[src/rtl/slotted_page_manager_top_macros.svh]
// Assertion helpers used by the top-level RTL file of the slotted page manager.
`ifndef SLOTTED_PAGE_MANAGER_TOP_MACROS_SVH
`define SLOTTED_PAGE_MANAGER_TOP_MACROS_SVH

// A condition that must hold at every clock edge outside reset.
`define SPM_ALWAYS(label, expr, msg) \
  label: assert property (@(posedge clk) disable iff (rst) (expr)) else $error(msg);

// A condition that must be followed by another one in the next cycle.
`define SPM_NEXT(label, ante, cons, msg) \
  label: assert property (@(posedge clk) disable iff (rst) (ante) |=> (cons)) else $error(msg);

`endif

[src/rtl/spm_pkg.sv]
package spm_pkg;

  localparam int PAGE_BYTES   = 4096;
  localparam int HEADER_BYTES = 16;
  localparam int SLOT_BYTES   = 4;
  localparam int MAX_SLOTS    = 1024;

  localparam int PAGE_AW = 12;
  localparam int SLOT_AW = 10;
  localparam int LEN_W   = 13;
  localparam int CNT_W   = 11;
  localparam int ALU_W   = 14;

  localparam logic [2:0] REQ_INSERT  = 3'd0;
  localparam logic [2:0] REQ_UPDATE  = 3'd1;
  localparam logic [2:0] REQ_PAYLOAD = 3'd2;
  localparam logic [2:0] REQ_READ    = 3'd3;
  localparam logic [2:0] REQ_DELETE  = 3'd4;
  localparam logic [2:0] REQ_PEEK    = 3'd5;
  localparam logic [2:0] REQ_FORMAT  = 3'd6;

  localparam logic [2:0] ST_OK       = 3'd0;
  localparam logic [2:0] ST_NOSPACE  = 3'd1;
  localparam logic [2:0] ST_BADSLOT  = 3'd2;
  localparam logic [2:0] ST_DELETED  = 3'd3;
  localparam logic [2:0] ST_IGNORED  = 3'd4;

  typedef struct packed {
    logic [2:0]  req_type;
    logic [9:0]  slot_id;
    logic [12:0] tuple_size;
    logic [7:0]  data_byte;
    logic [11:0] byte_addr;
  } spm_in_t;

  typedef struct packed {
    logic [2:0]  status;
    logic [9:0]  slot_num;
    logic [12:0] tuple_offset;
    logic [12:0] tuple_length;
    logic [7:0]  byte_out;
  } spm_out_t;

  typedef enum logic [3:0] {
    S_IDLE,
    S_DISPATCH,
    S_PEEK,
    S_SLOT,
    S_FREE,
    S_CHK,
    S_CS_RD,
    S_CS_CHK,
    S_CP_RD,
    S_CP_WR,
    S_CB_RD,
    S_CB_WR,
    S_DONE
  } spm_state_t;

endpackage

[src/rtl/spm_alu.sv]
// Shared subtract and compare unit: diff = a - b, borrow when a < b.
module spm_alu
  import spm_pkg::*;
(
  input  logic [ALU_W-1:0] a,
  input  logic [ALU_W-1:0] b,
  output logic [ALU_W-1:0] diff,
  output logic             borrow
);

  logic [ALU_W:0] full;

  assign full   = {1'b0, a} - {1'b0, b};
  assign diff   = full[ALU_W-1:0];
  assign borrow = full[ALU_W];

endmodule

[config.mk]
export PLATFORM = sky130hd
export DESIGN_NAME = spm_alu
export DESIGN_NICKNAME = d
export VERILOG_FILES = /design/src/rtl/slotted_page_manager_top_macros.svh /design/src/rtl/spm_pkg.sv /design/src/rtl/spm_alu.sv
export SDC_FILE = /design/constraint.sdc
export NUM_CORES = 1
export LEC_CHECK = 0
export ABC_CLOCK_PERIOD_IN_PS = 1900
export BUFFER_PORTS_ARGS = -buffer_cell sky130_fd_sc_hd__buf_4
export CAP_MARGIN = 0
export CORE_MARGIN = 1
export CORE_UTILIZATION = 43
export DETAILED_ROUTE_END_ITERATION = 10
export GPL_TIMING_DRIVEN = 0
export PLACE_DENSITY = 0.81
export REMOVE_ABC_BUFFERS = 1
export SLEW_MARGIN = 20
export SYNTH_ARGS = -nofsm -noshare
export SYNTH_HDL_FRONTEND = slang
export SYNTH_SLANG_ARGS = --single-unit
[constraint.sdc]
create_clock -name vclk -period 1.9
set_input_delay 0.285 -clock vclk [all_inputs]
set_output_delay 0.285 -clock vclk [all_outputs]
set_load 0.01 [all_outputs]
==> results of run 1 <==
[cells in the mapped netlist (all sizes together)]
cell type / instances
a211o: 2
a211oi: 2
a21boi: 2
a21o: 2
a21oi: 5
a221oi: 1
a311o: 1
a31o: 1
a31oi: 3
and2: 1
and3: 2
fa: 1
ha: 14
inv: 20
mux2i: 1
nand2: 8
nand2b: 2
nand3: 3
nand4: 1
nor2: 7
nor2b: 3
nor3: 5
nor4: 1
nor4b: 2
o2111a: 1
o2111ai: 1
o21a: 3
o21ai: 2
o311a: 1
o311ai: 1
o31ai: 1
or2: 1
xnor2: 4
xor2: 3
[metrics by stage]
step	setup TNS, ns	area (µm²)	hold slack, ns	setup WS, ns	utilization, %
global placement	-2.609	1106	0.9096	-0.3757	70.16
detailed placement	-2.977	1106	0.9141	-0.4091	70.16
floorplan	-0.2925	763.2	0.7183	-0.1106	-
CTS	-1.039	1475	0.9115	-0.1781	93.57
[cells by family after synthesis]
family / after synthesis / synth area share [%]
AND/OR/NAND/NOR: 36 / 25.74
adder cells (fa/ha/maj): 15 / 25.57
AO/OA/AOI/OAI: 29 / 29.51
XOR/XNOR: 7 / 8.033
multiplexers: 1 / 1.312
buffers and inverters: 20 / 9.836
[what timing repair did]
action,in CTS
endpoints found under the setup margin,11
buffers inserted,12
endpoints found under the hold margin,0
resized for setup,57
pin swaps,32
==> results.json, run 1 <==
{
  "status": "did not finish",
  "lastStage": "global routing (5_1_grt)",
  "tool.error": "[ERROR DPL-0038] Utilization greater than 100%, impossible to legalize",
  "postGrtWorstEndpoint": "diff[10]",
  "die_height_um": 44.13,
  "gp_congestion": 0.8520,
  "yosys.area.top_type": "ha_1",
  "avgSynthCellArea_um2": 7.067,
  "chipWidth_um": 44.13,
  "synthCells": 108,
  "ios": 43,
  "dpl.hpwl_um": 1663,
  "portBuffers": 43,
  "ys_types": 41,
  "worst-ep-kind": "primary output",
  "yosys_warnings": 0,
  "ctsHoldBuffers": 0,
  "syn_area_um2": 763.2,
  "initial_core_util_pct": 48.41,
  "synth_top_area_share_pct": 22.95,
  "seq_area_frac_synth_pct": 0,
  "grt_max_degree": 8,
  "rows": 14,
  "yosys-top-cells-area": "ha_1 (23%), inv_1 (9.8%), xnor2_1 (4.6%), nand2_1 (3.9%), nor2_1 (3.4%)",
  "dp.cells": 167
}
==> run 2: changes to the inputs <==
- ABC_CLOCK_PERIOD_IN_PS: 1900 -> 2500
- CORE_AREA: unset -> 2 2 63 65
- CORE_MARGIN: 1 -> unset
- CORE_UTILIZATION: 43 -> unset
- DIE_AREA: unset -> 0 0 65 67
- PLACE_DENSITY: 0.81 -> unset
- PLACE_DENSITY_LB_ADDON: unset -> 0.15
- clock period: 1.9 -> 2.5 ns (I/O delays scaled with it)
==> run 2 against run 1 <==
Against the previous run: the run now ends clean; synthesized cell count stayed put; synthesized area stayed put.
==> results.json, run 2 <==
{
  "startpoint_type": "primary input",
  "n_antenna_cell": 0,
  "min_from": "b[0]",
  "syn_area_um2": 763.2,
  "clkbuf_count": 0,
  "final_cell_mix": "buf_4 (43), inv_1 (20), ha_1 (13), nand2_1 (8), nor2_1 (7)",
  "yosys.area.top_type": "ha_1",
  "setup_viol": 0,
  "ctsHoldBuffers": 0,
  "whs_path_depth": 4,
  "final_util_pct": 32.27,
  "chipWidth_um": 65,
  "n_sequential_cell": 0,
  "nets": 196,
  "grt_max_degree": 9,
  "track_usage_pct": 8.739,
  "wl_met2_um": 938,
  "cap_violations": 0,
  "yosys_warnings": 0,
  "vdd_drop_max_mv": 0.1188,
  "place_ws_ns": -0.01900,
  "ios": 43,
  "coreArea_mm2": 0.003606,
  "rsz0062_at_grt": "false",
  "antenna_left": 0,
  "crit_arrival_ns": 2.00,
  "switching_share_pct": 48.00,
  "cellLeakagePower_nw": 0.6157,
  "yosysMostFrequentCell": "inv_1",
  "area_delta_synth_final_pct": 52.46,
  "drt_iter0_drc": 13,
  "path_class": "primary input to primary output",
  "vias": 924,
  "first_global_vias": 788,
  "drc": 0,
  "met3_length_um": 157,
  "regArea_um2": 0,
  "timing.final.crit_share_pct": 95.18,
  "final_common_cell": "buf_4",
  "clock.fmax_mhz": 420.3,
  "max-slew-margin-rel_pct": 76.36,
  "setup_ws_ns": 0.1205,
  "comb_power_share_pct": 100.0,
  "dpl.hpwl_um": 1783,
  "clockPowerShare_pct": 0,
  "synthCells": 108,
  "power.density_mw_per_mm2": 283.0,
  "status": "finished clean",
  "ys_types": 41,
  "yosys-top-cells-area": "ha_1 (23%), inv_1 (9.8%), xnor2_1 (4.6%), nand2_1 (3.9%), nor2_1 (3.4%)",
  "top_layer": "met3",
  "grt_overflow": 0,
  "holdPathEnd": "diff[0]",
  "avgSynthCellArea_um2": 7.067,
  "timing.final.hold_violations": 0,
  "die_height_um": 67,
  "synth_top_area_share_pct": 22.95,
  "seq_area_frac_synth_pct": 0,
  "worstPathRequired_ns": 2.12,
  "wl_per_cell_um": 10.12,
  "vias_per_cell": 4.643,
  "antenna_found_initial": 0,
  "fin_crit_ns": 2.379,
  "portBuffers": 43,
  "p_int_mw": 0.1712,
  "grt_pass1_wl_um": 3236,
  "gp_congestion": 0.8180,
  "placedInstanceArea_mm2": 0.001146,
  "synthTopCellsByCount": "inv_1 (20), ha_1 (14), nand2_1 (8)",
  "setup-tns-final_ns": 0,
  "drive_gt1_share_pct": 36.42,
  "end_kind": "primary output",
  "wl_um": 2014,
  "p_sw_mw": 0.1581,
  "hp-class": "primary input to primary output",
  "final_cell_area_mm2": 0.001164,
  "p_total_mw": 0.3293,
  "critical_path.max_fanout": 4,
  "maxSlewViolCount": 0,
  "rows": 22,
  "die-area_mm2": 0.004355,
  "tightest_slew_ns": 0.3543,
  "m1WireLength_um": 918,
  "firstDrtPassIters": 4,
  "initial_core_util_pct": 21.17,
  "pwr-share-seq_pct": 0
}
-- run 2: cell counts after synthesis --
No cell type changed its count.
-- run 2: per-stage QoR --
step | cells | hold slack [ns]
after floorplan | 108 | 0.8983
after detailed placement | 199 | 1.094
after global routing | 199 | 1.140
after global placement | 199 | 1.087
final | 199 | 1.090
after CTS | 199 | 1.095
-- run 2: cell families (layout without fill, tap and decap cells) --
logic type | Yosys count | after routing | synth area share [%]
and+or+nand+nor | 36 | 36 | 25.74
xor gates and xnor gates | 7 | 7 | 8.033
AOI/OAI and AO/OA | 29 | 29 | 29.51
muxes | 1 | 1 | 1.312
adders and majority gates | 15 | 15 | 25.57
buffers and inverters | 20 | 63 | 9.836
-- run 2: area by class of cell --
| cell class | instances | area [µm²] |
|---|---|---|
| timing repair buffer | 43 | 322.8 |
| multi-input combinational | 88 | 705.7 |
| inverter | 20 | 75.07 |
| fill | 410 | 2442 |
| tap | 48 | 60.06 |
-- run 2: worst max path at each step --
stage                     startpoint       end  slack (ns)  depth (start not counted)
after floorplan                 a[0]  diff[12]        0.31                          8
after global placement          a[0]  diff[10]       -0.01                         10
after detailed placement        a[0]  diff[10]       -0.02                         10
after CTS                       a[0]  diff[12]        0.02                         10
after global routing            b[1]   diff[7]       0.005                          9
final                           b[1]   diff[7]        0.12                          9
-- run 2: power groups by stage --
stage / logic [mW] / clock network (mW) / registers (mW)
6_report: 0.329 / 0 / 0
5_1_grt: 0.365 / 0 / 0
4_1_cts: 0.331 / 0 / 0
3_5_place_dp: 0.328 / 0 / 0
3_3_place_gp: 0.324 / 0 / 0
2_1_floorplan: 0.191 / 0 / 0
-- run 2: metal layers --
layer / up-vias / global-route usage, %
met5: - / 0
met4: 0 / 0
met3: 0 / 0.6757
met2: 32 / 14.95
met1: 415 / 12.61
li1: 477 / -
-- run 2: worst max-delay path: stages --
cell	delay (ns)
buf_4	0.09
inv_1	0.04
ha_1	0.25
nor2b_2	0.15
o2111ai_1	0.19
a21boi_1	0.36
nor4_1	0.08
a311o_1	0.32
buf_4	0.14
-- run 2: what timing repair did --
action / in CTS / in global routing
gates resized for setup: 1 / 5
endpoints found under the setup margin: 2 / 5
hold endpoints to repair: 0 / 0
buffers inserted: 0 / 0
No activity file was read; power rests on OpenSTA's default activity.
